`src/rtl/bdi_pkg.sv`:
```
`default_nettype none

package bdi_pkg;

  // Store size and derived widths
  localparam int unsigned PACKET_BYTES = 4096;
  localparam int unsigned ADDR_W = $clog2(PACKET_BYTES);
  localparam int unsigned CNT_W = $clog2(PACKET_BYTES + 1);

  // Register and product widths
  localparam int unsigned ROWS_W = 8;
  localparam int unsigned COLS_W = 16;
  localparam int unsigned CHUNK_W = 16;
  localparam int unsigned HW_W = ROWS_W + COLS_W;
  localparam int unsigned PROD_W = HW_W + CHUNK_W;
  localparam int unsigned SUM_W = PROD_W + 1;

  // Register indexes on the configuration port
  localparam logic [1:0] REG_ROWS = 2'd0;
  localparam logic [1:0] REG_COLS = 2'd1;
  localparam logic [1:0] REG_CHUNK = 2'd2;

  // Input item kinds
  localparam logic ACT_LOAD = 1'b0;
  localparam logic ACT_READ = 1'b1;

  typedef struct packed {
    logic [ROWS_W-1:0]  rows;
    logic [COLS_W-1:0]  cols;
    logic [CHUNK_W-1:0] chunk_bytes;
  } cfg_t;

  typedef struct packed {
    logic              we;
    logic [ADDR_W-1:0] waddr;
    logic [7:0]        wdata;
    logic              re;
    logic [ADDR_W-1:0] raddr;
  } ram_req_t;

  typedef struct packed {
    logic       valid;
    logic [7:0] out_byte;
    logic       last;
    logic       empty_res;
  } res_t;

  typedef struct packed {
    logic             busy;
    logic [CNT_W-1:0] bytes_loaded;
    logic [CNT_W-1:0] bytes_read;
  } stat_t;

endpackage

`default_nettype wire

```
`src/rtl/bdi_ctrl.sv`:
```
`default_nettype none

module bdi_ctrl
  import bdi_pkg::*;
(
  input  wire logic       clk_i,
  input  wire logic       rst_ni,
  input  wire cfg_t       cfg_i,
  input  wire logic       in_valid_i,
  input  wire logic       in_action_i,
  input  wire logic [7:0] in_data_i,
  output logic            in_ready_o,
  input  wire logic       out_free_i,
  output ram_req_t        ram_req_o,
  input  wire logic [7:0] ram_rdata_i,
  output res_t            res_o,
  output stat_t           stat_o
);

  typedef enum logic [4:0] {
    ST_IDLE = 5'b00001,
    ST_MUL1 = 5'b00010,
    ST_MUL2 = 5'b00100,
    ST_ADDR = 5'b01000,
    ST_DATA = 5'b10000
  } state_e;

  state_e state_q, state_d;

  logic [CNT_W-1:0]   loaded_q, loaded_d;
  logic [CNT_W-1:0]   read_q, read_d;
  logic [CNT_W-1:0]   base_q, base_d;
  logic [CHUNK_W-1:0] off_q, off_d;
  logic [ROWS_W-1:0]  row_q, row_d;
  logic [COLS_W-1:0]  col_q, col_d;
  logic               in_range_q, in_range_d;
  logic               last_q, last_d;
  logic               empty_q, empty_d;

  // Product pipeline, no reset needed
  logic [HW_W-1:0]   hw_q, hw_d;
  logic [HW_W-1:0]   rw_q, rw_d;
  logic [PROD_W-1:0] s_q, s_d;
  logic [PROD_W-1:0] t_q, t_d;

  logic [ROWS_W-1:0]  h;
  logic [COLS_W-1:0]  w;
  logic [CHUNK_W-1:0] b;

  logic               accept;
  logic               sb_hit;
  logic [CNT_W-1:0]   span;
  logic [SUM_W-1:0]   sb_addr;
  logic [SUM_W-1:0]   rd_addr;
  logic [CHUNK_W:0]   off_inc;
  logic [ROWS_W:0]    row_inc;
  logic [COLS_W:0]    col_inc;
  logic [CNT_W-1:0]   read_inc;

  // A zero register acts as one
  assign h = (cfg_i.rows == '0) ? ROWS_W'(1) : cfg_i.rows;
  assign w = (cfg_i.cols == '0) ? COLS_W'(1) : cfg_i.cols;
  assign b = (cfg_i.chunk_bytes == '0) ? CHUNK_W'(1) : cfg_i.chunk_bytes;

  assign in_ready_o = (state_q == ST_IDLE);
  assign accept = in_valid_i && in_ready_o;

  // Superblock test and address from the nested counters
  assign span = loaded_q - base_q;
  assign sb_hit = (loaded_q >= base_q) && (PROD_W'(span) >= s_q);
  assign sb_addr = SUM_W'(base_q) + SUM_W'(t_q) + SUM_W'(off_q);
  assign rd_addr = sb_hit ? sb_addr : SUM_W'(read_q);

  assign off_inc = {1'b0, off_q} + (CHUNK_W + 1)'(1);
  assign row_inc = {1'b0, row_q} + (ROWS_W + 1)'(1);
  assign col_inc = {1'b0, col_q} + (COLS_W + 1)'(1);
  assign read_inc = read_q + CNT_W'(1);

  always_comb begin
    state_d    = state_q;
    loaded_d   = loaded_q;
    read_d     = read_q;
    base_d     = base_q;
    off_d      = off_q;
    row_d      = row_q;
    col_d      = col_q;
    in_range_d = in_range_q;
    last_d     = last_q;
    empty_d    = empty_q;
    hw_d       = hw_q;
    rw_d       = rw_q;
    s_d        = s_q;
    t_d        = t_q;
    ram_req_o  = '0;
    res_o      = '0;

    case (state_q)
      ST_IDLE: begin
        if (accept) begin
          if (in_action_i == ACT_LOAD) begin
            // Append unless the store is full
            if (loaded_q < CNT_W'(PACKET_BYTES)) begin
              ram_req_o.we    = 1'b1;
              ram_req_o.waddr = loaded_q[ADDR_W-1:0];
              ram_req_o.wdata = in_data_i;
              loaded_d        = loaded_q + CNT_W'(1);
            end
          end else if (read_q >= loaded_q) begin
            // Nothing pending: flag empty, counters unchanged
            empty_d    = 1'b1;
            in_range_d = 1'b0;
            last_d     = 1'b0;
            state_d    = ST_DATA;
          end else begin
            empty_d = 1'b0;
            state_d = ST_MUL1;
          end
        end
      end

      ST_MUL1: begin
        hw_d    = HW_W'(h) * HW_W'(w);
        rw_d    = HW_W'(row_q) * HW_W'(w) + HW_W'(col_q);
        state_d = ST_MUL2;
      end

      ST_MUL2: begin
        s_d     = PROD_W'(hw_q) * PROD_W'(b);
        t_d     = PROD_W'(rw_q) * PROD_W'(b);
        state_d = ST_ADDR;
      end

      ST_ADDR: begin
        // Issue the store read and advance the counters
        ram_req_o.re    = 1'b1;
        ram_req_o.raddr = rd_addr[ADDR_W-1:0];
        in_range_d      = (rd_addr < SUM_W'(loaded_q));
        if (sb_hit) begin
          if (off_inc >= (CHUNK_W + 1)'(b)) begin
            off_d = '0;
            if (row_inc >= (ROWS_W + 1)'(h)) begin
              row_d = '0;
              if (col_inc >= (COLS_W + 1)'(w)) begin
                col_d  = '0;
                base_d = base_q + s_q[CNT_W-1:0];
              end else begin
                col_d = col_inc[COLS_W-1:0];
              end
            end else begin
              row_d = row_inc[ROWS_W-1:0];
            end
          end else begin
            off_d = off_inc[CHUNK_W-1:0];
          end
        end else begin
          off_d  = '0;
          row_d  = '0;
          col_d  = '0;
          base_d = read_inc;
        end
        read_d = read_inc;
        last_d = (read_inc >= loaded_q);
        // Final byte empties the store
        if (read_inc >= loaded_q) begin
          loaded_d = '0;
          read_d   = '0;
          base_d   = '0;
          off_d    = '0;
          row_d    = '0;
          col_d    = '0;
        end
        state_d = ST_DATA;
      end

      ST_DATA: begin
        // Hold until the output register has room
        if (out_free_i) begin
          res_o.valid     = 1'b1;
          res_o.out_byte  = in_range_q ? ram_rdata_i : 8'd0;
          res_o.last      = last_q;
          res_o.empty_res = empty_q;
          state_d         = ST_IDLE;
        end
      end

      default: begin
        state_d = ST_IDLE;
      end
    endcase
  end

  always_ff @(posedge clk_i or negedge rst_ni) begin
    if (!rst_ni) begin
      state_q    <= ST_IDLE;
      loaded_q   <= '0;
      read_q     <= '0;
      base_q     <= '0;
      off_q      <= '0;
      row_q      <= '0;
      col_q      <= '0;
      in_range_q <= 1'b0;
      last_q     <= 1'b0;
      empty_q    <= 1'b0;
    end else begin
      state_q    <= state_d;
      loaded_q   <= loaded_d;
      read_q     <= read_d;
      base_q     <= base_d;
      off_q      <= off_d;
      row_q      <= row_d;
      col_q      <= col_d;
      in_range_q <= in_range_d;
      last_q     <= last_d;
      empty_q    <= empty_d;
    end
  end

  always_ff @(posedge clk_i) begin
    hw_q <= hw_d;
    rw_q <= rw_d;
    s_q  <= s_d;
    t_q  <= t_d;
  end

  assign stat_o.busy         = (state_q != ST_IDLE);
  assign stat_o.bytes_loaded = loaded_q;
  assign stat_o.bytes_read   = read_q;

endmodule

`default_nettype wire

```
`config.mk`:
```
export PLATFORM = sky130hd
export DESIGN_NAME = bdi_ctrl
export DESIGN_NICKNAME = d
export VERILOG_FILES = /design/src/rtl/bdi_pkg.sv /design/src/rtl/bdi_ctrl.sv
export SDC_FILE = /design/constraint.sdc
export NUM_CORES = 2
export LEC_CHECK = 0
export ABC_AREA = 1
export BUFFER_PORTS_ARGS = -buffer_cell sky130_fd_sc_hd__buf_2
export CAP_MARGIN = 5
export CORE_MARGIN = 5
export CORE_UTILIZATION = 60
export DETAILED_ROUTE_END_ITERATION = 16
export PLACE_DENSITY = 0.89
export SETUP_SLACK_MARGIN = 0.2
export SYNTH_ARGS = -nofsm -noshare
export SYNTH_HDL_FRONTEND = slang
export SYNTH_SLANG_ARGS = --single-unit
```
`constraint.sdc`:
```
create_clock -name clk_i -period 6.9 [get_ports clk_i]
set_clock_uncertainty 0.1 [all_clocks]
set_input_delay 1.035 -clock clk_i [delete_from_list [all_inputs] [get_ports clk_i]]
set_output_delay 1.035 -clock clk_i [all_outputs]
set_load 0.1 [all_outputs]
```
* Yosys cells after proc, flatten, opt, wreduce, memory -nomap -nowiden
Cells that the tools add are included.
Storage, ports and cells: register bits after elaboration 215, word-level logic and storage cells 112
Cells by class: reduce and logical (&&, ||, !) cells 13, multiplexer cells 46, $add $sub $neg 10, multipliers 4, magnitude comparators 9, eq/ne operators 16
Operator list (count):
- $mux W16 | 10
- $mux W13 | 11
- $mux W21 | 4
- $mul A24 B16 Y40 | 2
- $mul A8 B16 Y24 | 2
- $mux W8 | 6
- $add A13 B40 Y41 | 1
- $add A41 B16 Y41 | 1
- $lt A41 B13 Y1 | 1
- $mux W41 | 1
- $ge A13 B40 Y1 | 1
- $ge A13 B13 Y1 | 3
- $add A16 B1 Y17 const B | 2
- $ge A17 B16 Y1 | 2
- $logic_not A16 Y1 | 2
- $add A13 B1 Y13 const B | 2
- $pmux W13 S2 | 1
- $pmux W5 S5 | 1
- $add A24 B16 Y24 | 1
- $mux W11 | 2
- $mux W5 | 4
- $add A13 B13 Y13 | 1
- $lt A13 B13 Y1 const B | 1
- $sub A13 B13 Y13 | 1
- other kinds (20) | 35

* Depth between registers and ports, before layout
depth after elaboration 8, gate-level depth with buffers 37

* Worst setup path after synthesis
Ideal clock, no wire load.
path kind input port to flip-flop, start input port cfg_i[6] (netlist name), end register s_q[32], data pin, data required time 6.548 ns, cell stages on the path 26, buffers on the path 3, arrival 6.638 ns, slack -0.090 ns, path through clkbuf_1 -> clkbuf_1 -> clkbuf_1 -> nand2_1 -> fa_1 -> inv_1 -> fa_1 -> inv_1 -> fa_1 -> inv_1 -> fa_1 -> fa_1 -> inv_1 -> fa_1 -> inv_1 -> ha_1 -> a21oi_1 -> inv_1 -> a31oi_1 -> o21ai_0 -> a211oi_1 -> o21ai_0 -> nand2_1 -> nand2_1 -> nand2_1 -> nand2_1
Between the ends: longest elaborated chain between the ends 3
RTL lines:
- start, declared | line bdi_ctrl.sv:8 | input wire cfg_t cfg_i,
- $logic_not A16 Y1 | line bdi_ctrl.sv:63 | assign b = (cfg_i.chunk_bytes == '0) ? CHUNK_W'(1) : cfg_i.chunk_bytes;
- $mux W16 * | line bdi_ctrl.sv:63
- $mul A24 B16 Y40 * | line bdi_ctrl.sv:128 | s_d = PROD_W'(hw_q) * PROD_W'(b);
- end signal, assigned | line bdi_ctrl.sv:221 | s_q <= s_d;
- end, declared | line bdi_ctrl.sv:43 | logic [PROD_W-1:0] s_q, s_d;
Every way passes the cells marked *; elsewhere a longest branch is shown, timed or not. A chain may end at the register's enable or synchronous reset.

* Worst setup path in the final report
start input port cfg_i[8] (netlist name), end register s_q[27], data pin
The elaborated chain is that of the path after synthesis.

==> impl_metrics.yaml <==
status:
  outcome: "finished, final reports clean"
clocking:
  cts_tree: "done"
  clkTransAtPathRegs_ns: 0.07
  clockRootBuffer: "clkbuf_16"
  clk_latency_ns: 0.58
  htree_levels: 1
  clkSinkCount: 215
  hold_buffers: 0
  cts_buffer_depth: 3
  numCtsBuffers: 26
setup_path:
  reg2reg_depth: 23
  timing_worst_setup_path_type: "in -> reg"
  crit_fanout: 12
  cpMaxStageDelayCell: "fa_1"
  rrSetupSlack_ns: 0.46
  worstPathRequired_ns: 7.11
  crit_arrival_ns: 6.67
  reg2reg_from: "hw_q[15]"
  crit_path_end_kind: "flop"
  rr_endpoint: "s_q[27]"
  cp-start-kind: "primary input"
  slowest_delay_ns: 0.56
  cpMostUsedCell: "fa_1"
  crit_chain: "buf_2 > buf_4 > nand2_1 > fa_1 > inv_1 > fa_1 > fa_1 > fa_1 > fa_1 > inv_1 > fa_1 > inv_1 > ha_1 > nand2_1 > nor2_1 > inv_1 > nor2_1 > o21ai_0 > o211ai_1 > a21oi_2 > o21ai_0 > xor2_1"
place:
  hpwl_mm: 114
  place.gp.congestion: 0.982
  port_buffers: 133
  pre_cts_ws_ns: -0.0942
grt:
  antenna_found_initial: 2
  grt_max_degree: 74
  grt_overflow: 0
  grt_pass1_wl_mm: 226
  grtUsageTotal_pct: 31.3
  grt_pass1_vias: 45600
synth:
  synth_area_mm2: 0.0493
  yosys_warnings: 0
  ys_types: 54
  ys_seq_area_share_pct: 12.2
  avgSynthCellArea_um2: 7.58
  syn-num-nets: 7834
  synth_enable_flop_cells: 128
  ys_ff_latch: 215
  syn_inst: 6509
  ys_async_sr_fraction_pct: 40.5
  ys.flop_type: "edfxtp_1"
detailed_routing:
  wire_per_inst_um: 18.2
  drt.antenna.violating_nets: 0
  first_pass_iters: 7
  via_per_inst: 5.58
  wl_mm: 140
  post-route-drc-count: 0
  vias: 42800
  drt_iter0_drc: 3850
timing:
  timing.fmax_ghz: 0.155
  fin_setup_tns_ns: 0
  rsz0062_at_grt: "true"
  hold_viol_final: 0
  final_max_slew_viol_count: 0
  maxSlewHeadroom_pct: 33.4
  setup_viol: 0
  fin_ws_ns: 0.439
  max_slew.worst_pin.slew_ns: 0.999
  fin_crit_sh_pct: 93.6
  finalCriticalPeriod_ns: 6.46
final_layout:
  final_core_util_pct: 64.7
  area_growth_pct: 7.26
  final_net_count: 7905
  layout-drive-gt1-share_pct: 6.53
floorplan:
  die_w_um: 297
  die-area_mm2: 0.0881
  die_h_um: 297
  rows: 105
  start_util_pct: 60.3
  coreArea_mm2: 0.0818
  io_pins: 134
hold_path:
  hold_path_class: "in -> async"
flow_run:
  cap_violations: 0
==> synthesized netlist by cell type (42+ instances only) <==
cell | n | area share, %
nand2_1 | 1719 | 13
inv_1 | 1711 | 13
fa_1 | 812 | 33
ha_1 | 452 | 11
nor2_1 | 334 | 2.5
clkbuf_1 | 241 | 1.8
a21oi_1 | 201 | 2.0
xor2_1 | 140 | 2.5
o21ai_0 | 136 | 1.4
edfxtp_1 | 128 | 7.8
nand3_1 | 126 | 1.3
dfrtp_1 | 86 | 4.4
nand4_1 | 55 | 0.70
xnor2_1 | 43 | 0.76
nor3_1 | 42 | 0.43
==> through the flow <==
step	instance area [um^2]	instances	hold WS (ns)
finish	52900	7672	0.228
global route	52900	7672	0.225
CTS	52500	7642	0.212
detailed placement	51600	7594	0.392
global placement	51600	7594	0.374
floorplan	49400	6509	0.349
==> layout make-up <==
cell class	instances	area [um^2]
clock buffer	34	763
tap	1070	1340
inverter	1724	6470
timing repair buffer	319	2390
fill	6574	28900
clock inverter	14	111
antenna	2	5.00
sequential	215	6020
multi-input combinational	4294	35800
==> metal layers <==
layer,up-vias,track usage (%),part of all wire [%]
met5,-,0.162,0
met4,0,16.4,6.2
met3,646,5.86,8.8
met2,2283,55.2,50
met1,20600,36.5,35
li1,19400,-,-
==> cells by family (layout without fill, tap and decap cells) <==
family	Yosys count	after routing	share of synthesized area, %
AO/OA/AOI/OAI	491	491	5.60
XOR/XNOR	183	183	3.25
adder cells (fa/ha/maj)	1264	1264	44.4
buffers and inverters	2000	2091	15.3
flip-flops	215	215	12.2
multiplexers	1	1	0.0203
other	0	2	0
AND/OR/NAND/NOR	2355	2355	19.2
==> repair_timing <==
item | CTS | global route
setup endpoints to repair | 0 | 17
gates resized for setup | 0 | 2
setup buffers | 0 | 28
==> flip-flops by register name (all words and copies together) (netlist names) <==
name and cells:
empty_q 1, loaded_q 13, hw_q 24, last_q 1
read_q 13, base_q 13, col_q 16, state_q 5
in_range_q 1, rw_q 24, row_q 8, off_q 16
s_q 40, t_q 40
==> worst max-delay path by stage <==
stage	from	endpoint
after floorplan	cfg_i[6]	s_q[32]
after global placement	cfg_i[10]	s_q[27]
after detailed placement	cfg_i[12]	s_q[27]
after CTS	hw_q[8]	s_q[33]
after global routing	hw_q[4]	s_q[33]
final	cfg_i[8]	s_q[27]
==> worst max-delay path, delay by kind of cell <==
| family | cells | cell delay, ns |
|---|---|---|
| AOI/OAI and AO/OA | 4 | 0.67 |
| xor gates and xnor gates | 1 | 0.10 |
| buffers and inverters | 6 | 0.76 |
| adders and majority gates | 7 | 3.50 |
| and+or+nand+nor | 4 | 0.58 |
==> layout by cell type, fill, tap and decap left out, types with 11 or more instances in the layout <==
| master | synthesis | layout |
|---|---|---|
| buf_12 | 0 | 26 |
| a31oi_1 | 23 | 23 |
| clkbuf_16 | 0 | 28 |
| buf_2 | 10 | 132 |
| o22ai_1 | 20 | 20 |
| a21oi_1 | 201 | 199 |
| xnor2_1 | 43 | 43 |
| buf_4 | 5 | 161 |
| nand3_1 | 126 | 126 |
| dfrtp_1 | 86 | 86 |
| nand4_1 | 55 | 55 |
| o21bai_1 | 16 | 16 |
| nand2_2 | 16 | 16 |
| inv_1 | 1711 | 1711 |
| o21ai_0 | 136 | 136 |
| ha_1 | 452 | 452 |
| xor2_1 | 140 | 140 |
| nand2_1 | 1719 | 1719 |
| o21ai_1 | 25 | 25 |
| edfxtp_1 | 128 | 128 |
| inv_2 | 12 | 12 |
| nor4_1 | 22 | 20 |
| nand3b_1 | 13 | 13 |
| nor2_1 | 334 | 333 |
| a21o_1 | 12 | 12 |
| nor3_1 | 42 | 41 |
| o211ai_1 | 11 | 11 |
| fa_1 | 812 | 812 |
Power is left out: the tool's default activity adds up to more than one toggle a clock period on the data nets, which glitch-free logic cannot reach.
